$ cat src/expression_tokenizer_assert.svh
// assertion macros used by the tokenizer top level
`ifndef EXPRESSION_TOKENIZER_ASSERT_SVH
`define EXPRESSION_TOKENIZER_ASSERT_SVH

// condition holds at every edge outside reset
`define ET_ASSERT_ALWAYS(label, cond, msg) \
  label: assert property (@(posedge clk) disable iff (rst) (cond)) else $error(msg);

// antecedent implies consequent in the same cycle
`define ET_ASSERT_SAME(label, ante, cons, msg) \
  label: assert property (@(posedge clk) disable iff (rst) (ante) |-> (cons)) \
    else $error(msg);

// antecedent implies consequent in the next cycle
`define ET_ASSERT_NEXT(label, ante, cons, msg) \
  label: assert property (@(posedge clk) disable iff (rst) (ante) |=> (cons)) \
    else $error(msg);

`endif

$ cat src/et_pkg.sv
// types and constants of the expression tokenizer
`default_nettype none

package et_pkg;

  typedef enum logic [4:0] {
    TK_ADD      = 5'd0,
    TK_SUB      = 5'd1,
    TK_MUL      = 5'd2,
    TK_DIV      = 5'd3,
    TK_AND      = 5'd4,
    TK_OR       = 5'd5,
    TK_XOR      = 5'd6,
    TK_EQUAL    = 5'd7,
    TK_EOL      = 5'd8,
    TK_CHAR     = 5'd9,
    TK_LPAREN   = 5'd10,
    TK_RPAREN   = 5'd11,
    TK_NUM      = 5'd12,
    TK_WORDCHAR = 5'd13,
    TK_WORDEND  = 5'd14,
    TK_EOF      = 5'd15,
    TK_ERROR    = 5'd16
  } token_kind_t;

  typedef enum logic [2:0] {
    LM_IDLE      = 3'd0,
    LM_NUMBER    = 3'd1,
    LM_WORD      = 3'd2,
    LM_LIT_OPEN  = 3'd3,
    LM_LIT_ESC   = 3'd4,
    LM_LIT_CLOSE = 3'd5
  } lex_mode_t;

  localparam int VALUE_W = 31;
  localparam logic [VALUE_W-1:0] NUM_MAX = 31'h7FFF_FFFF;

  typedef struct packed {
    token_kind_t        kind;
    logic [VALUE_W-1:0] value;
    logic               last;
  } token_t;

  // what the lexer hands to the token queue in one cycle
  typedef struct packed {
    logic [1:0] count;
    token_t     tok0;
    token_t     tok1;
  } lex_push_t;

  localparam int FIFO_AW    = 2;
  localparam int FIFO_DEPTH = 1 << FIFO_AW;

  localparam logic [7:0] CH_TAB    = 8'h09;
  localparam logic [7:0] CH_LF     = 8'h0A;
  localparam logic [7:0] CH_SPACE  = 8'h20;
  localparam logic [7:0] CH_DOLLAR = 8'h24;
  localparam logic [7:0] CH_AMP    = 8'h26;
  localparam logic [7:0] CH_QUOTE  = 8'h27;
  localparam logic [7:0] CH_LPAREN = 8'h28;
  localparam logic [7:0] CH_RPAREN = 8'h29;
  localparam logic [7:0] CH_STAR   = 8'h2A;
  localparam logic [7:0] CH_PLUS   = 8'h2B;
  localparam logic [7:0] CH_MINUS  = 8'h2D;
  localparam logic [7:0] CH_SLASH  = 8'h2F;
  localparam logic [7:0] CH_ZERO   = 8'h30;
  localparam logic [7:0] CH_NINE   = 8'h39;
  localparam logic [7:0] CH_EQUALS = 8'h3D;
  localparam logic [7:0] CH_BSLASH = 8'h5C;
  localparam logic [7:0] CH_CARET  = 8'h5E;
  localparam logic [7:0] CH_LOW_B  = 8'h62;
  localparam logic [7:0] CH_LOW_N  = 8'h6E;
  localparam logic [7:0] CH_LOW_T  = 8'h74;
  localparam logic [7:0] CH_BAR    = 8'h7C;

endpackage

`default_nettype wire

$ cat src/et_char_if.sv
// input channel: one byte or an end-of-text mark per item
`default_nettype none

interface et_char_if;
  logic       valid;
  logic       ready;
  logic [7:0] char_code;
  logic       end_of_text;

  modport source (output valid, output char_code, output end_of_text, input ready);
  modport sink (input valid, input char_code, input end_of_text, output ready);
endinterface

`default_nettype wire

$ cat src/et_token_if.sv
// output channel: one token per item
`default_nettype none

interface et_token_if;
  logic        valid;
  logic        ready;
  logic [4:0]  token_kind;
  logic [30:0] token_value;
  logic        last_of_run;

  modport source (output valid, output token_kind, output token_value, output last_of_run,
                  input ready);
  modport sink (input valid, input token_kind, input token_value, input last_of_run,
                output ready);
endinterface

`default_nettype wire

$ cat src/et_lexer.sv
// input register, lexer state and per-byte token decode
`default_nettype none

module et_lexer
  import et_pkg::*;
(
  input  logic       clk,
  input  logic       rst,
  input  logic       load,
  input  logic [7:0] char_code,
  input  logic       end_of_text,
  output lex_push_t  push
);

  logic               stage_valid;
  logic [7:0]         stage_char;
  logic               stage_eot;
  lex_mode_t          mode;
  lex_mode_t          mode_next;
  logic [VALUE_W-1:0] acc;
  logic [VALUE_W-1:0] acc_next;

  // decode of the byte as if the lexer were idle
  logic               id_emit;
  token_kind_t        id_kind;
  logic [VALUE_W-1:0] id_value;
  lex_mode_t          id_mode;
  logic [VALUE_W-1:0] id_acc;

  logic               is_digit;
  logic               is_delim;
  logic [VALUE_W+3:0] mul_sum;
  logic [VALUE_W-1:0] acc_sat;

  logic               pre_valid;
  token_t             pre_tok;
  logic               post_valid;
  token_t             post_tok;

  always_ff @(posedge clk) begin
    if (rst) begin
      stage_valid <= 1'b0;
    end else begin
      stage_valid <= load;
    end
    if (load) begin
      stage_char <= char_code;
      stage_eot  <= end_of_text;
    end
  end

  always_ff @(posedge clk) begin
    if (rst) begin
      mode <= LM_IDLE;
      acc  <= '0;
    end else if (stage_valid) begin
      mode <= mode_next;
      acc  <= acc_next;
    end
  end

  assign is_digit = (stage_char >= CH_ZERO) && (stage_char <= CH_NINE);
  assign is_delim = (stage_char == CH_SPACE) || (stage_char == CH_TAB) ||
                    (stage_char == CH_LPAREN);

  // acc * 10 + digit, saturating
  assign mul_sum = {1'b0, acc, 3'b000} + {3'b000, acc, 1'b0} +
                   {(VALUE_W + 0)'(0), stage_char[3:0]};
  assign acc_sat = (mul_sum > {4'b0000, NUM_MAX}) ? NUM_MAX : mul_sum[VALUE_W-1:0];

  always_comb begin
    id_emit  = 1'b1;
    id_kind  = TK_WORDCHAR;
    id_value = '0;
    id_mode  = LM_IDLE;
    id_acc   = '0;
    unique case (stage_char)
      CH_PLUS:   id_kind = TK_ADD;
      CH_MINUS:  id_kind = TK_SUB;
      CH_STAR:   id_kind = TK_MUL;
      CH_SLASH:  id_kind = TK_DIV;
      CH_AMP:    id_kind = TK_AND;
      CH_BAR:    id_kind = TK_OR;
      CH_CARET:  id_kind = TK_XOR;
      CH_EQUALS: id_kind = TK_EQUAL;
      CH_DOLLAR: id_kind = TK_EQUAL;
      CH_LF:     id_kind = TK_EOL;
      CH_LPAREN: id_kind = TK_LPAREN;
      CH_RPAREN: id_kind = TK_RPAREN;
      CH_SPACE:  id_emit = 1'b0;
      CH_TAB:    id_emit = 1'b0;
      CH_QUOTE: begin
        id_emit = 1'b0;
        id_mode = LM_LIT_OPEN;
      end
      default: begin
        if (is_digit) begin
          id_emit = 1'b0;
          id_mode = LM_NUMBER;
          id_acc  = {(VALUE_W - 4)'(0), stage_char[3:0]};
        end else begin
          id_mode  = LM_WORD;
          id_value = {(VALUE_W - 8)'(0), stage_char};
        end
      end
    endcase
  end

  always_comb begin
    pre_valid  = 1'b0;
    pre_tok    = '{kind: TK_ERROR, value: '0, last: 1'b0};
    post_valid = 1'b0;
    post_tok   = '{kind: TK_EOF, value: '0, last: 1'b0};
    mode_next  = mode;
    acc_next   = acc;
    if (stage_eot) begin
      post_valid = 1'b1;
      mode_next  = LM_IDLE;
      acc_next   = '0;
      unique case (mode)
        LM_NUMBER: begin
          pre_valid    = 1'b1;
          pre_tok.kind = TK_NUM;
          pre_tok.value = acc;
        end
        LM_WORD: begin
          pre_valid    = 1'b1;
          pre_tok.kind = TK_WORDEND;
        end
        LM_LIT_OPEN, LM_LIT_ESC, LM_LIT_CLOSE: begin
          pre_valid = 1'b1;
        end
        default: ;
      endcase
    end else begin
      unique case (mode)
        LM_NUMBER: begin
          if (is_digit) begin
            acc_next = acc_sat;
          end else begin
            pre_valid     = 1'b1;
            pre_tok.kind  = TK_NUM;
            pre_tok.value = acc;
            post_valid    = id_emit;
            post_tok.kind = id_kind;
            post_tok.value = id_value;
            mode_next     = id_mode;
            acc_next      = id_acc;
          end
        end
        LM_WORD: begin
          if (is_delim) begin
            pre_valid     = 1'b1;
            pre_tok.kind  = TK_WORDEND;
            post_valid    = id_emit;
            post_tok.kind = id_kind;
            post_tok.value = id_value;
            mode_next     = id_mode;
            acc_next      = id_acc;
          end else begin
            post_valid     = 1'b1;
            post_tok.kind  = TK_WORDCHAR;
            post_tok.value = {(VALUE_W - 8)'(0), stage_char};
          end
        end
        LM_LIT_OPEN: begin
          if (stage_char == CH_BSLASH) begin
            mode_next = LM_LIT_ESC;
          end else begin
            mode_next = LM_LIT_CLOSE;
            acc_next  = {(VALUE_W - 8)'(0), stage_char};
          end
        end
        LM_LIT_ESC: begin
          mode_next = LM_LIT_CLOSE;
          if (stage_char == CH_LOW_N) begin
            acc_next = {(VALUE_W - 8)'(0), CH_LF};
          end else if (stage_char == CH_LOW_T) begin
            acc_next = {(VALUE_W - 8)'(0), CH_TAB};
          end else if (stage_char == CH_LOW_B) begin
            acc_next = VALUE_W'(8);
          end else begin
            // unknown escape: the byte is dropped and an error token is emitted
            post_valid    = 1'b1;
            post_tok.kind = TK_ERROR;
            mode_next     = LM_IDLE;
            acc_next      = '0;
          end
        end
        LM_LIT_CLOSE: begin
          post_valid = 1'b1;
          if (stage_char == CH_QUOTE) begin
            post_tok.kind  = TK_CHAR;
            post_tok.value = acc;
          end else begin
            post_tok.kind = TK_ERROR;
          end
          mode_next = LM_IDLE;
          acc_next  = '0;
        end
        default: begin
          post_valid     = id_emit;
          post_tok.kind  = id_kind;
          post_tok.value = id_value;
          mode_next      = id_mode;
          acc_next       = id_acc;
        end
      endcase
    end
  end

  // pack the tokens in order and mark the final one
  always_comb begin
    push.tok0 = pre_valid ? pre_tok : post_tok;
    push.tok1 = post_tok;
    push.tok0.last = !(pre_valid && post_valid);
    push.tok1.last = 1'b1;
    if (!stage_valid) begin
      push.count = 2'd0;
    end else begin
      push.count = {1'b0, pre_valid} + {1'b0, post_valid};
    end
  end

endmodule

`default_nettype wire

$ cat src/et_token_fifo.sv
// small token queue: up to two writes and one read per cycle
`default_nettype none

module et_token_fifo
  import et_pkg::*;
(
  input  logic               clk,
  input  logic               rst,
  input  lex_push_t          push,
  input  logic               pop,
  output token_t             head,
  output logic               head_valid,
  output logic [FIFO_AW:0]   level
);

  token_t             mem [FIFO_DEPTH];
  logic [FIFO_AW-1:0] wr_ptr;
  logic [FIFO_AW-1:0] rd_ptr;
  logic [FIFO_AW:0]   level_next;

  assign level_next = level + {{(FIFO_AW - 1){1'b0}}, push.count} -
                      {{FIFO_AW{1'b0}}, pop};

  always_ff @(posedge clk) begin
    if (rst) begin
      wr_ptr <= '0;
      rd_ptr <= '0;
      level  <= '0;
    end else begin
      wr_ptr <= wr_ptr + push.count[FIFO_AW-1:0];
      if (pop) begin
        rd_ptr <= rd_ptr + 1'b1;
      end
      level <= level_next;
    end
  end

  always_ff @(posedge clk) begin
    if (push.count != 2'd0) begin
      mem[wr_ptr] <= push.tok0;
    end
    if (push.count == 2'd2) begin
      mem[wr_ptr + 1'b1] <= push.tok1;
    end
  end

  assign head       = mem[rd_ptr];
  assign head_valid = (level != '0);

endmodule

`default_nettype wire

$ cat src/expression_tokenizer.sv
// expression tokenizer top level
//
// in_ch carries one source byte per item, or an end-of-text mark (the byte is
// then ignored). out_tok carries one token per item: kind, value and a flag on
// the last token that a given input item produced. An input item gives zero,
// one or two tokens.
// An accepted item is registered, decoded in the next cycle against the lexer
// state and its tokens are written into a four-entry queue. The first token is
// offered on out_tok once it has been written into the queue; a second token
// from the same item is offered once the first has been taken.
// in_ch.ready is high while the queue level plus the tokens of the item being
// decoded leaves room for two more, so one item per cycle is taken as long as
// the receiver takes about one token per cycle; the single output port sets
// the sustained rate when items give two tokens.
// When the receiver stalls the queue fills and in_ch.ready drops; nothing is
// lost. Synchronous reset empties the queue, drops the registered item and
// returns the lexer to idle with the number accumulator cleared.
`default_nettype none

module expression_tokenizer
  import et_pkg::*;
(
  input  logic              clk,
  input  logic              rst,
  et_char_if.sink           in_ch,
  et_token_if.source        out_tok
);

  lex_push_t        push;
  token_t           head;
  logic             head_valid;
  logic [FIFO_AW:0] level;
  logic             in_accept;
  logic             pop;
  logic             pair_last_ok;
  logic             eot_taken;
  logic             eof_pushed;

  assign in_ch.ready = ({1'b0, level} + {{FIFO_AW{1'b0}}, push.count}) <=
                       (FIFO_AW + 2)'(FIFO_DEPTH - 2);
  assign in_accept   = in_ch.valid && in_ch.ready;
  assign pop         = head_valid && out_tok.ready;

  et_lexer u_lexer (
    .clk         (clk),
    .rst         (rst),
    .load        (in_accept),
    .char_code   (in_ch.char_code),
    .end_of_text (in_ch.end_of_text),
    .push        (push)
  );

  et_token_fifo u_fifo (
    .clk        (clk),
    .rst        (rst),
    .push       (push),
    .pop        (pop),
    .head       (head),
    .head_valid (head_valid),
    .level      (level)
  );

  assign out_tok.valid       = head_valid;
  assign out_tok.token_kind  = head.kind;
  assign out_tok.token_value = head.value;
  assign out_tok.last_of_run = head.last;

  assign pair_last_ok = push.tok1.last && !push.tok0.last;
  assign eot_taken    = in_accept && in_ch.end_of_text;
  assign eof_pushed   = (push.count == 2'd1 && push.tok0.kind == TK_EOF) ||
                        (push.count == 2'd2 && push.tok1.kind == TK_EOF);

`include "expression_tokenizer_assert.svh"

  `ET_ASSERT_ALWAYS(a_fifo_bound, level <= (FIFO_AW + 1)'(FIFO_DEPTH), "token queue overflow")
  `ET_ASSERT_SAME(a_pair_last, push.count == 2'd2, pair_last_ok, "bad last flag on token pair")
  `ET_ASSERT_NEXT(a_eot_eof, eot_taken, eof_pushed, "end of text without eof token")

endmodule

`default_nettype wire
$ cat src/flat_wrapper.sv
// flat-port wrapper written by rule: the top's interface ports become plain ports
module expression_tokenizer_flat import et_pkg::*;
  (clk, rst, in_ch_valid, in_ch_char_code, in_ch_end_of_text, in_ch_ready, out_tok_valid, out_tok_token_kind, out_tok_token_value, out_tok_last_of_run, out_tok_ready);
  et_char_if in_ch_i ();
  et_token_if out_tok_i ();
  input  logic clk;
  input  logic rst;
  input wire logic [$bits(in_ch_i.valid)-1:0] in_ch_valid;
  input wire logic [$bits(in_ch_i.char_code)-1:0] in_ch_char_code;
  input wire logic [$bits(in_ch_i.end_of_text)-1:0] in_ch_end_of_text;
  output wire logic [$bits(in_ch_i.ready)-1:0] in_ch_ready;
  output wire logic [$bits(out_tok_i.valid)-1:0] out_tok_valid;
  output wire logic [$bits(out_tok_i.token_kind)-1:0] out_tok_token_kind;
  output wire logic [$bits(out_tok_i.token_value)-1:0] out_tok_token_value;
  output wire logic [$bits(out_tok_i.last_of_run)-1:0] out_tok_last_of_run;
  input wire logic [$bits(out_tok_i.ready)-1:0] out_tok_ready;
  assign in_ch_i.valid = in_ch_valid;
  assign in_ch_i.char_code = in_ch_char_code;
  assign in_ch_i.end_of_text = in_ch_end_of_text;
  assign in_ch_ready = in_ch_i.ready;
  assign out_tok_valid = out_tok_i.valid;
  assign out_tok_token_kind = out_tok_i.token_kind;
  assign out_tok_token_value = out_tok_i.token_value;
  assign out_tok_last_of_run = out_tok_i.last_of_run;
  assign out_tok_i.ready = out_tok_ready;
  expression_tokenizer u_core (.clk(clk), .rst(rst), .in_ch(in_ch_i), .out_tok(out_tok_i));
endmodule
$ cat config.mk
export PLATFORM = sky130hd
export DESIGN_NAME = expression_tokenizer_flat
export DESIGN_NICKNAME = d
export VERILOG_FILES = /design/src/et_pkg.sv /design/src/et_char_if.sv /design/src/et_token_if.sv /design/src/et_lexer.sv /design/src/et_token_fifo.sv /design/src/expression_tokenizer.sv /design/src/flat_wrapper.sv
export VERILOG_INCLUDE_DIRS = /design/src /design/src/src
export SDC_FILE = /design/constraint.sdc
export NUM_CORES = 1
export LEC_CHECK = 0
export ABC_AREA = 1
export BUFFER_PORTS_ARGS = -buffer_cell sky130_fd_sc_hd__buf_2
export CAP_MARGIN = 40
export CORE_ASPECT_RATIO = 0.7
export CORE_UTILIZATION = 57
export CTS_CLUSTER_DIAMETER = 40
export CTS_CLUSTER_SIZE = 8
export DETAILED_ROUTE_END_ITERATION = 8
export PLACE_DENSITY = 0.75
export SLEW_MARGIN = 20
export SYNTH_ARGS = -nofsm -noshare
export SYNTH_HDL_FRONTEND = slang
export SYNTH_SLANG_ARGS = --single-unit
$ cat constraint.sdc
create_clock -name clk -period 3.4 [get_ports clk]
set_clock_uncertainty 0.05 [all_clocks]
set_input_delay 0.68 -clock clk [delete_from_list [all_inputs] [get_ports clk]]
set_output_delay 0.68 -clock clk [all_outputs]
set_load 0.05 [all_outputs]
==> key figures, run 1 <==
Critical path
  • R2r endpoint: u_core.u_fifo.mem[3][33]
  • Worst Reg-to-Reg Cells: 29
  • Crit-path most repeated cell: inv_2
  • Class of the most critical setup path: reg -> out
  • Critical path origin: u_core.u_lexer.stage_char[4]
  • Slowest stage cell on the critical path: fa_2
  • Flop2flop setup slack: -0.44 ns
  • Worst path cell trace: inv_2 > nand4_1 > inv_2 > nand2_4 > nor2_4 > nor2_4 > inv_2 > nand2_2 > nand3_2 > o21ai_4 > inv_2 > ha_4 > nand2_4 > inv_4 > ha_4 > fa_2 > nand2_2 > inv_4 > nor2_4 > buf_6
  • CP endpoint: in_ch_ready
  • Worst EP arrival: 3.33 ns
  • Type of destination of the critical path: output port
  • CP Launch Type: register
  • RR Startpoint: u_core.u_lexer.stage_char[4]
  • CP max FO: 4
  • CP Data Required Time: 2.67 ns
  • Worst path max stage delay: ~0.52 ns

Placed design
  • Setup WS pre-CTS: -0.168 ns
  • Dpl hpwl: 28200 um
  • Final Wtd Congestion: slightly below 1
  • PortBufs: slightly above 50
  • Area after DPL: ~14000 um^2

Finish
  • Post-Layout Inst Area: approximately 16000 um^2
  • Fillers: 1761
  • Area Overhead vs Synth: 23.1%
  • Layout net count: between 1500 and 2000
  • Fraction of layout instances using a drive strength above 1: 0.198
  • Storage element area: 5560 um^2
  • Area taken by multi-input logic gates: roughly 7000 um^2
  • Ant. Diodes: 0

Power and ir drop
  • Sw Share: 0.385
  • Clock network fraction of design power: 0.313
  • Psw: ~3400 uW
  • P_leak: 0.00693 uW
  • Max VDD drop: between 400 and 500 uV
  • Pwr dens: 555 nW/um^2
  • Combinational Power Share: 0.351
  • Total Power: 8890 uW
  • Internal power: about 5500 uW
  • Flop pwr share: 0.336

STA
  • Hold slack: between 0.2 and 0.3 ns
  • Fmax achieved: between 200 and 250 MHz
  • Final min period: 4.06 ns
  • TNS Setup: -2.74 ns
  • Final count of negative-setup-slack endpoints: 14
  • Rel. slew slack: 0.465
  • Slew Limit Fails: 0
  • Final Hold Viols: 0
  • Measured slew at the worst slew-check pin: ~0.80 ns
  • RSZ-0062 raised after global routing: yes
  • Worst setup margin: -0.656 ns
  • Fin crit share: 1.19

Hold path
  • Hold path depth: 1
  • Hold Crit Class: in -> reg

Synth
  • Syn Std Cell Area: roughly 13000 um^2
  • Post-synth EDFFs: roughly 150
  • Post-synthesis register bit count: about 200
  • Top FF cell, synth: edfxtp_1
  • Largest area contributor in the netlist: edfxtp_1
  • Post-synthesis sequential area ratio: 0.427
  • Top cells by count, synth: 568 x nand2_1, 166 x o21ai_0, 160 x nor2_1
  • Net Count, Synth: ~1800
  • Syn_area_per_cell: roughly 7.5 um^2
  • Ys Warns: 0
  • Post-Synthesis Cells: approximately 1700
  • Share of flip-flops with an asynchronous set or reset: 0
  • Post-synthesis cell type count: between 40 and 50
  • Ranking of synthesized cells by area: edfxtp_1 35%, nand2_1 16%, dfxtp_1 7.4%, ha_1 6.6%, o21ai_0 6.4%
  • Cell with the most instances after synthesis: nand2_1
  • Area share of the largest cell type after synthesis: 0.353

Global route
  • Pin count of the biggest net entering global routing: between 70 and 80
  • Vias in the first global route: roughly 12000
  • GR Util All Layers: 0.356
  • Grt ovf: 0
  • Initial antenna violation count: 0
  • First-pass GRT wire length: ~65000 um

Clocking
  • Inserted Clock Buffers: 31
  • Worst-path clk slew: 0.05 ns
  • CTS root buf: clkbuf_16
  • H-Tree Depth: 1
  • CTS tree: built
  • Clock sinks: between 200 and 250
  • CTS max path bufs: 3
  • Clk Latency, worst-skew pair: between 0.5 and 0.6 ns

Route
  • Final ANT Viol Nets: 0
  • First-pass DRT Iterations: 6
  • Via count: roughly 13000
  • DRC viols: 0
  • WL per Instance: between 15 and 20 um
  • Initial detailed-routing violation count: around 1400
  • Final WL: roughly 42000 um
  • Vias per std cell: a little under 6

Floorplanning
  • Die width: ~180 um
  • DIE AREA: between 20000 and 25000 um^2
  • Chip Height: approximately 130 um
  • I/O pins: 52
  • Core area: around 22000 um^2
  • # rows: 45
  • Initial Util: 0.591

Status
  • Status: complete, but fails checks
  • Failing checks: negative setup slack

Flow run
  • Max-cap violations: 0
==> power by group through the flow <==
stage	registers, uW	logic, uW	clock network, uW
floorplan	3000	1910	0
global placement	3020	2780	0
detailed placement	3030	2820	0
CTS	2980	2910	2790
global route	3000	3290	2910
finish	2990	3110	2780
==> state kept, by name, indices dropped and copies added, names as in the netlist, named ones only <==
register / count
u_core.u_lexer.stage_valid: 1
u_core.u_fifo.rd_ptr: 2
u_core.u_fifo.wr_ptr: 2
u_core.u_fifo.level: 3
u_core.u_lexer.mode: 3
u_core.u_lexer.acc: 31
u_core.u_fifo.mem: 148
u_core.u_lexer.stage_eot: 1
u_core.u_lexer.stage_char: 8
==> cell type report <==
cell class | instances | area share
Multi-Input combinational cell | 1313 | 0.438
Sequential cell | 201 | 0.347
Timing Repair Buffer | 214 | 0.102
Clock buffer | 49 | 0.0533
Inverter | 145 | 0.0345
Tap cell | 305 | 0.0238
Clock inverter | 7 | 0.00211
==> metal layers <==
metal  track usage  part of all wire
met2         0.569              0.44
met3        0.0580             0.096
met5             0                 0
met1         0.498              0.43
met4         0.117             0.032
==> cell usage in the layout, fill, tap and decap left out, types with 8 or more instances in the layout <==
master	count
nand2_1	535
o21ai_0	161
edfxtp_1	153
nor2_1	149
buf_4	147
inv_1	118
a21oi_1	81
o22ai_1	68
ha_1	64
nand3_1	63
buf_2	50
dfxtp_1	47
nand2_2	36
clkbuf_16	31
inv_2	20
clkbuf_1	17
nand3_2	16
xnor2_1	16
nor2_2	12
xor2_1	12
nor3_1	11
nand4_1	9
buf_12	9
nor2_4	8
==> worst max-delay path, delay by kind of cell, from the launching register on <==
kind,cells,cell delay [ns]
and+or+nand+nor,9,0.71
AOI/OAI and AO/OA,1,0.07
adders and majority gates,3,0.88
DFF,1,0.47
buffers and inverters,7,0.63
==> stage by stage <==
step | std cells | utilization
floorplan | 1726 | -
global placement | 2122 | 0.653
detailed placement | 2123 | 0.653
CTS | 2217 | 0.711
global route | 2234 | 0.728
finish | 2234 | 0.728
==> repair_timing <==
action	4_1_cts	5_1_grt
resized for setup	25	67
setup endpoints to repair	1	161
hold buffers	0	0
setup buffers	38	22
pin swaps	6	21
gates cloned	0	1
==> how the worst min path moves through the flow <==
stage | slack (ns) | endpoint | from
after CTS | 0.25 | u_core.u_lexer.stage_char[2] | in_ch_char_code[2]
after global routing | 0.26 | u_core.u_lexer.stage_char[1] | in_ch_char_code[1]
after global placement | 0.40 | u_core.u_fifo.rd_ptr[1] | u_core.u_fifo.rd_ptr[1]
after floorplan | 0.39 | register | u_core.u_fifo.rd_ptr[1]
after detailed placement | 0.41 | register | u_core.u_fifo.rd_ptr[0]
final | 0.26 | u_core.u_lexer.stage_char[2] | in_ch_char_code[2]
==> cells by family (layout without fill, tap and decap cells) <==
| kind of cell | count (synthesis) | count (layout) | synth area share |
|---|---|---|---|
| DFF | 201 | 201 | 0.427 |
| buffers and inverters | 212 | 415 | 0.0651 |
| and+or+nand+nor | 861 | 861 | 0.268 |
| adders and majority gates | 73 | 73 | 0.0725 |
| xor gates and xnor gates | 28 | 28 | 0.0188 |
| AOI/OAI and AO/OA | 351 | 351 | 0.149 |
(Power assumes the default switching activity.)
==> run 2: changes to the inputs <==
- ABC_AREA: 1 -> not set
- CAP_MARGIN: 40 -> not set
- CORE_UTILIZATION: 57 -> 56
- PLACE_DENSITY: 0.75 -> 0.74
==> run 2 against run 1 <==
  * Clock-buffer cell count increased by 4
  * The run still ends with negative setup slack left
  * Sequential share of layout area increased by 1.8 points
  * Global-route usage decreased by 4.6 points
  * Clock power increased by 3%
  * Non-clock buffer count decreased by 4
  * Wire length decreased by 22%
  * Highest routed layer unchanged
  * Largest cell class unchanged
  * Worst hold slack improved by 0.0074 ns
==> key figures, run 2 <==
Finish
  • Area Overhead vs Synth: 29.9%
  • Ant. Diodes: 0 (unchanged)
  • Most common cell after layout, fill and taps aside: edfxtp_1
  • Post-Layout Inst Area: 15200 um^2 (-4.9%)
  • Fraction of layout instances using a drive strength above 1: 0.340 (+0.142)
  • Fillers: 1265 (-28%)
  • Non-filler cells in the finished layout: 1548 (-31%)
  • Most frequent cells in the layout: 153 x edfxtp_1, 110 x buf_4, 107 x nand2_1
  • Final Core Density: 0.755 (+0.0278)
  • Layout net count: 1339 (-33%)
  • Largest Register: u_core.u_fifo.mem
  • Max FFs per register: 148 (unchanged)
  • Biggest regs: u_core.u_fifo.mem (148), u_core.u_lexer.acc (31), u_core.u_lexer.stage_char (8)

Power and ir drop
  • Max VDD drop: 474 uV (-1.2%)
  • Flop pwr share: 0.348 (+0.012)
  • P_leak: 0.00607 uW (-12%)
  • Total Power: 8650 uW (-2.7%)
  • Pwr dens: 567 nW/um^2 (+2.3%)
  • Combinational Power Share: 0.321 (-0.030)
  • Sw Share: 0.339 (-0.0460)
  • Clock network fraction of design power: 0.331 (+0.018)
  • Internal power: 5710 uW (+4.6%)
  • Psw: 2930 uW (-14%)

STA
  • Worst setup margin: -0.973 ns (-0.317 ns)
  • Slew Limit Fails: 0 (unchanged)
  • Fmax achieved: 229 MHz (-7.2%)
  • Rel. slew slack: 0.515 (+0.0498)
  • Final count of negative-setup-slack endpoints: 283 (+269)
  • RSZ-0062 raised after global routing: yes
  • Final Hold Viols: 0 (unchanged)
  • Hold slack: 0.269 ns (+0.00739 ns)
  • Measured slew at the worst slew-check pin: 0.720 ns (-0.0823 ns)
  • Final min period: 4.37 ns (+0.317 ns)
  • Fin crit share: 1.29 (+0.0932)

Clocking
  • CTS max path bufs: 3 (unchanged)
  • Inserted Clock Buffers: 31 (unchanged)
  • Clk Latency, worst-skew pair: 0.55 ns (about the same)
  • CTS tree: built
  • CTS root buf: clkbuf_16
  • Clock sinks: 201 (unchanged)
  • H-Tree Depth: 1 (unchanged)
  • Worst-path clk slew: 0.05 ns (about the same)

Synth
  • Syn_area_per_cell: 11.0 um^2 (+46%)
  • Post-synthesis register bit count: 201 (unchanged)
  • Share of flip-flops with an asynchronous set or reset: 0 (unchanged)
  • Largest area contributor in the netlist: edfxtp_1
  • Ys Warns: 0 (unchanged)
  • Net Count, Synth: 1155 (-36%)
  • Syn Std Cell Area: 11700 um^2 (-9.8%)
  • Area share of the largest cell type after synthesis: 0.392 (+0.0386)
  • Post-Synthesis Cells: 1069 (-38%)
  • Post-synthesis sequential area ratio: 0.473 (+0.0466)
  • Post-synth EDFFs: 153 (unchanged)
  • Ranking of synthesized cells by area: edfxtp_1 39%, dfxtp_1 8.2%, ha_1 7.4%, mux4_2 7.1%, and2_1 5.4%
  • Post-synthesis cell type count: 81 (+72%)
  • Top cells by count, synth: 153 x edfxtp_1, 114 x nand2_1, 102 x and2_1
  • Top FF cell, synth: edfxtp_1
  • Cell with the most instances after synthesis: edfxtp_1

Critical path
  • CP max FO: 4 (unchanged)
  • RR Startpoint: u_core.u_lexer.stage_char[3]
  • R2r endpoint: u_core.u_lexer.acc[0]
  • Worst EP arrival: 3.64 ns (+0.31 ns)
  • CP Launch Type: register
  • Worst Reg-to-Reg Cells: 18 (-38%)
  • Class of the most critical setup path: reg -> out
  • CP Data Required Time: 2.67 ns (about the same)
  • Flop2flop setup slack: -0.40 ns (+0.04 ns)
  • Type of destination of the critical path: output port

Status
  • Failing checks: negative setup slack
  • Status: complete, but fails checks

Placed design
  • PortBufs: 51 (unchanged)
  • DP Cell Count: 1452 (-32%)
  • Final Wtd Congestion: 0.957 (-3.0%)
  • Dpl hpwl: 20700 um (-27%)
  • Area after DPL: 13300 um^2 (-7.8%)

Global route
  • Grt ovf: 0 (unchanged)
  • Pin count of the biggest net entering global routing: 38 (-49%)
  • GR Util All Layers: 0.310 (-0.0461)
  • Initial antenna violation count: 0 (unchanged)
  • Vias in the first global route: 9383 (-23%)
  • First-pass GRT wire length: 51600 um (-21%)

Floorplanning
  • # rows: 43 (-4.4%)
  • Initial Util: 0.582 (-0.00961)
  • I/O pins: 52 (unchanged)
  • DIE AREA: 21500 um^2 (-8.1%)
  • Die width: 175 um (-4.2%)
  • Chip Height: 123 um (-4.1%)
  • Core area: 20200 um^2 (-8.4%)

Route
  • Final ANT Viol Nets: 0 (unchanged)
  • First-pass DRT Iterations: 5 (-1)
  • Via count: 9576 (-27%)
  • Vias per std cell: 6.19 (+5.9%)
  • Met2 wire length: 14700 um (-21%)
  • WL per Instance: 21.2 um (+13%)
  • Routed length on met3: 2890 um (-28%)
  • Final WL: 32800 um (-22%)
  • DRC viols: 0 (unchanged)
  • Top Layer Used: met4
  • Initial detailed-routing violation count: 1048 (-26%)
  • Wl on met1: 14400 um (-20%)

Hold path
  • Hold Startpoint: in_ch_end_of_text
  • Hold Crit Class: in -> reg
  • Hold path depth: 1 (unchanged)
  • WHS Endpoint: u_core.u_lexer.stage_eot

Flow run
  • Max-cap violations: 0 (unchanged)
-- run 2: cell count changes after synthesis, moves of 32 or more --
cell     previous run  this run
nand2_1           568       114
o21ai_0           166        56
nor2_1            160        58
and2_1              3       102
inv_1             123        27
nand3_1            80        10
o22ai_1            69         7
a21oi_1            84        42
mux4_2              0        37
a22o_1              0        32
-- run 2: worst max-delay path: stages (launching register included) --
cell and delay, ns:
edfxtp_1 0.46, buf_6 0.16, nor4b_4 0.28, a32oi_2 0.12, or2_4 0.28, a221oi_2 0.27
o221ai_2 0.15, ha_4 0.25, nand2_4 0.07, inv_4 0.04, ha_4 0.15, fa_2 0.35
o21a_1 0.21, a21oi_4 0.14, buf_6 0.17
-- run 2: kinds of logic (layout without fill, tap and decap cells) --
kind of cell,after synthesis,after routing,synth area share
simple gates,371,371,0.166
compound gates,262,262,0.151
flops,201,201,0.473
buf+inv,88,297,0.0298
fa+ha+maj,73,73,0.0804
mux,40,40,0.0736
xor+xnor,34,34,0.0254
-- run 2: metal layers --
metal  vias to the layer above  global-route usage
li1                       4375                   -
met4                         0              0.0875
met2                       457               0.481
met5                         -                   0
met3                        70              0.0729
met1                      4674               0.437
-- run 2: how the worst max path moves through the flow --
stage,startpoint,endpoint,slack (ns),cells after the start
2_1_floorplan,u_core.u_lexer.stage_char[7],in_ch_ready,-0.45,13
3_3_place_gp,u_core.u_lexer.stage_char[6],in_ch_ready,-0.52,13
3_5_place_dp,u_core.u_lexer.stage_char[6],in_ch_ready,-0.62,13
4_1_cts,u_core.u_lexer.stage_char[6],in_ch_ready,-1.04,14
5_1_grt,u_core.u_lexer.stage_char[6],in_ch_ready,-1.14,14
6_report,u_core.u_lexer.stage_char[6],in_ch_ready,-0.97,14
-- run 2: power groups by stage --
| stage | Combinational [uW] | Clock, uW | Sequential, uW |
|---|---|---|---|
| after detailed placement | 2550 | 0 | 3050 |
| after floorplan | 1930 | 0 | 2980 |
| after global routing | 2930 | 3000 | 3030 |
| after CTS | 2710 | 2900 | 3000 |
| after global placement | 2510 | 0 | 3040 |
| final | 2770 | 2870 | 3010 |
-- run 2: final cells by class --
type,count,area (um^2),share of cell area
multi-input combinational,780,6420,0.422
sequential,201,5560,0.365
timing repair buffer,210,1860,0.122
clock buffer,53,878,0.0576
tap,270,338,0.0222
inverter,29,120,0.00788
clock inverter,5,57.6,0.00378
-- run 2: what timing repair did --
item                                    CTS  global route
setup buffers                            22            10
gates cloned                             10             0
endpoints found under the hold margin     0             0
hold buffers                              0             0
resized for setup                       140            58
pin swaps                                99            25
endpoints found under the setup margin  322           337
-- run 2: stage by stage --
step	setup TNS [ns]	setup WS, ns
floorplan	-40.65	-0.454
detailed placement	-75.56	-0.617
global route	-90.19	-1.14
global placement	-58.11	-0.521
CTS	-80.15	-1.04
finish	-51.13	-0.973
==> run 3: changes to the inputs <==
--- a/constraint.sdc
+++ b/constraint.sdc
@@ -4,2 +4,2 @@
 set_output_delay 0.68 -clock clk [all_outputs]
-set_load 0.05 [all_outputs]
+set_load 0.01 [all_outputs]
==> run 3 against run 2 <==
  * The flow finishes with violations (max-capacitance violations, max-slew violations, negative setup slack)
  * Non-clock buffer count increased by 29
  * Critical path depth stayed put
  * Global-route usage up 0.98 points
  * Clock power grew 14%
  * Setup slack improved by 0.041 ns
  * Worst hold slack improved by 0.035 ns
  * Sequential power is 2% higher
  * First-iteration DRC count rose by 77%
  * Highest routed layer unchanged
==> key figures, run 3 (same netlist as run 2, synthesis figures left out) <==
Clocking
  • Clock sinks: 201 (unchanged)
  • Inserted Clock Buffers: 34 (+9.7%)
  • Worst-path clk slew: 0.05 ns (about the same)
  • CTS root buf: clkbuf_16
  • CTS max path bufs: 3 (unchanged)
  • Clk Latency, worst-skew pair: 0.51 ns (-0.04 ns)
  • CTS tree: built
  • H-Tree Depth: 2 (+1)
  • Post-CTS Hold Buffers: 0 (unchanged)

Finish
  • Most common cell after layout, fill and taps aside: edfxtp_1
  • Fillers: 1082 (-14%)
  • Post-Layout Inst Area: 16100 um^2 (+5.5%)
  • Max FFs per register: 148 (unchanged)
  • Most frequent cells in the layout: 153 x edfxtp_1, 112 x nand2_1, 109 x buf_4
  • Layout net count: 1375 (+2.7%)
  • Area Overhead vs Synth: 37.0%
  • Ant. Diodes: 0 (unchanged)
  • Largest Register: u_core.u_fifo.mem
  • Biggest regs: u_core.u_fifo.mem (148), u_core.u_lexer.acc (31), u_core.u_lexer.stage_char (8)
  • Fraction of layout instances using a drive strength above 1: 0.360 (+0.0201)

Power and ir drop
  • Sw Share: 0.296 (-0.0436)
  • Pwr dens: 548 nW/um^2 (-3.4%)
  • Flop pwr share: 0.349 (about the same)
  • Internal power: 6210 uW (+8.6%)
  • Clock network fraction of design power: 0.372 (+0.041)
  • Psw: 2610 uW (-11%)
  • Max VDD drop: 379 uV (-20%)
  • P_leak: 0.00647 uW (+6.6%)
  • Combinational Power Share: 0.280 (-0.041)

Route
  • Initial detailed-routing violation count: 1850 (+77%)
  • Via count: 10701 (+12%)
  • Final WL: 42600 um (+30%)
  • Final ANT Viol Nets: 0 (unchanged)
  • DRC viols: 0 (unchanged)
  • WL per Instance: 26.9 um (+27%)
  • First-pass DRT Iterations: 7 (+2)
  • Vias per std cell: 6.75 (+9.1%)

Global route
  • Initial antenna violation count: 0 (unchanged)
  • Grt ovf: 0 (unchanged)
  • GR Util All Layers: 0.320 (+0.00981)
  • Pin count of the biggest net entering global routing: 38 (unchanged)
  • First-pass GRT wire length: 52200 um (+1.2%)
  • Vias in the first global route: 9301 (-0.87%)

Placed design
  • PortBufs: 51 (unchanged)
  • Final Wtd Congestion: 0.940 (-1.8%)
  • Area after DPL: 13100 um^2 (-0.97%)
  • Setup WS pre-CTS: -0.489 ns (+0.128 ns)
  • Dpl hpwl: 20000 um (-3.4%)

Status
  • Failing checks: max-capacitance violations, max-slew violations, negative setup slack
  • Status: complete, but fails checks

Floorplanning
  • Chip Height: 123 um (unchanged)
  • Initial Util: 0.582 (unchanged)
  • I/O pins: 52 (unchanged)
  • # rows: 43 (unchanged)
  • Core area: 20200 um^2 (unchanged)
  • DIE AREA: 21500 um^2 (unchanged)
  • Die width: 175 um (unchanged)

Critical path
  • Worst path cell trace: buf_6 > nor4b_4 > a32oi_2 > or2_4 > a221oi_2 > o221ai_2 > ha_4 > nand2_4 > inv_4 > ha_4 > fa_2 > o21a_1 > a21oi_4 > buf_6
  • Crit-path leading delay family: compound AO/OA/AOI/OAI gates
  • CP Data Required Time: 2.67 ns (about the same)
  • Type of destination of the critical path: output port
  • WP buf/inv: 3 (unchanged)
  • CP max FO: 4 (unchanged)
  • Class of the most critical setup path: reg -> out
  • Slowest stage cell on the critical path: edfxtp_1
  • CP Launch Type: register
  • Worst EP arrival: 3.60 ns (-0.04 ns)
  • Worst path max stage delay: 0.39 ns (-0.07 ns)

STA
  • Worst setup margin: -0.932 ns (+0.0406 ns)
  • Slew Limit Fails: 29 (+29)
  • TNS Setup: -94.04 ns (-42.91 ns)
  • Fmax achieved: 231 MHz (+0.94%)
  • Measured slew at the worst slew-check pin: 1.52 ns (+0.798 ns)
  • Final count of negative-setup-slack endpoints: 328 (+16%)
  • Final Hold Viols: 0 (unchanged)
  • Rel. slew slack: -0.0133 (-0.528)
  • Fin crit share: 1.27 (-0.0120)
  • Final min period: 4.33 ns (-0.0406 ns)
  • RSZ-0062 raised after global routing: yes
  • Hold slack: 0.304 ns (+0.0349 ns)

Hold path
  • Hold Crit Class: in -> reg

Flow run
  • Max-cap violations: 1 (+1)
-- run 3: cell count changes in the layout (fill, tap and decap cells not counted), moves of 5 or more --
cell       before  now
clkbuf_16      32   54
and2_1         78   53
and2_4         23   50
nand2_2         6    0
buf_6          27   32
o21ai_2        31   13
nand2_1       107  112
o21ai_1         8   26
buf_12         13   18
-- run 3: final timing paths --
kind                                                   start                      endpoint  slack, ns  cells after the start
worst max-delay path            u_core.u_lexer.stage_char[6]                   in_ch_ready      -0.93                     14
worst min-delay path                      in_ch_char_code[5]  u_core.u_lexer.stage_char[5]       0.30                      1
worst max register to register  u_core.u_lexer.stage_char[6]       u_core.u_fifo.mem[1][2]      -0.51                     17
worst min register to register       u_core.u_fifo.mem[2][0]       u_core.u_fifo.mem[2][0]       0.44                      1
-- run 3: stage by stage --
stage               cells  utilization  power, uW
detailed placement   1433        0.651       4990
floorplan            1069            -       4290
CTS                  1540        0.741       8360
finish               1585        0.796       8810
global placement     1433        0.651       4940
global route         1585        0.796       9040
-- run 3: metal layers --
metal	routed length, um	track usage
met1	16700	0.474
met2	18200	0.470
met3	5950	0.0713
met4	1820	0.0935
met5	0	0
-- run 3: area by class of cell --
type                            count  area, um^2  area share
Multi-Input combinational cell    784        6510       0.405
Inverter                           29         123     0.00763
Timing Repair Buffer              239        2470       0.154
Tap cell                          270         338      0.0210
Sequential cell                   201        5560       0.346
Clock buffer                       55        1000      0.0624
Clock inverter                      7        67.6     0.00420
-- run 3: power groups by stage --
| stage | Clock, uW | Sequential (uW) | Combinational (uW) |
|---|---|---|---|
| global placement | 0 | 3090 | 1860 |
| floorplan | 0 | 2990 | 1300 |
| detailed placement | 0 | 3100 | 1890 |
| global route | 3380 | 3090 | 2580 |
| CTS | 3230 | 3050 | 2080 |
| finish | 3270 | 3070 | 2470 |
-- run 3: repair_timing --
action	in CTS	in global routing
setup endpoints to repair	317	332
gates cloned	11	25
pin swaps	40	66
gates resized for setup	77	150
buffers inserted	35	30
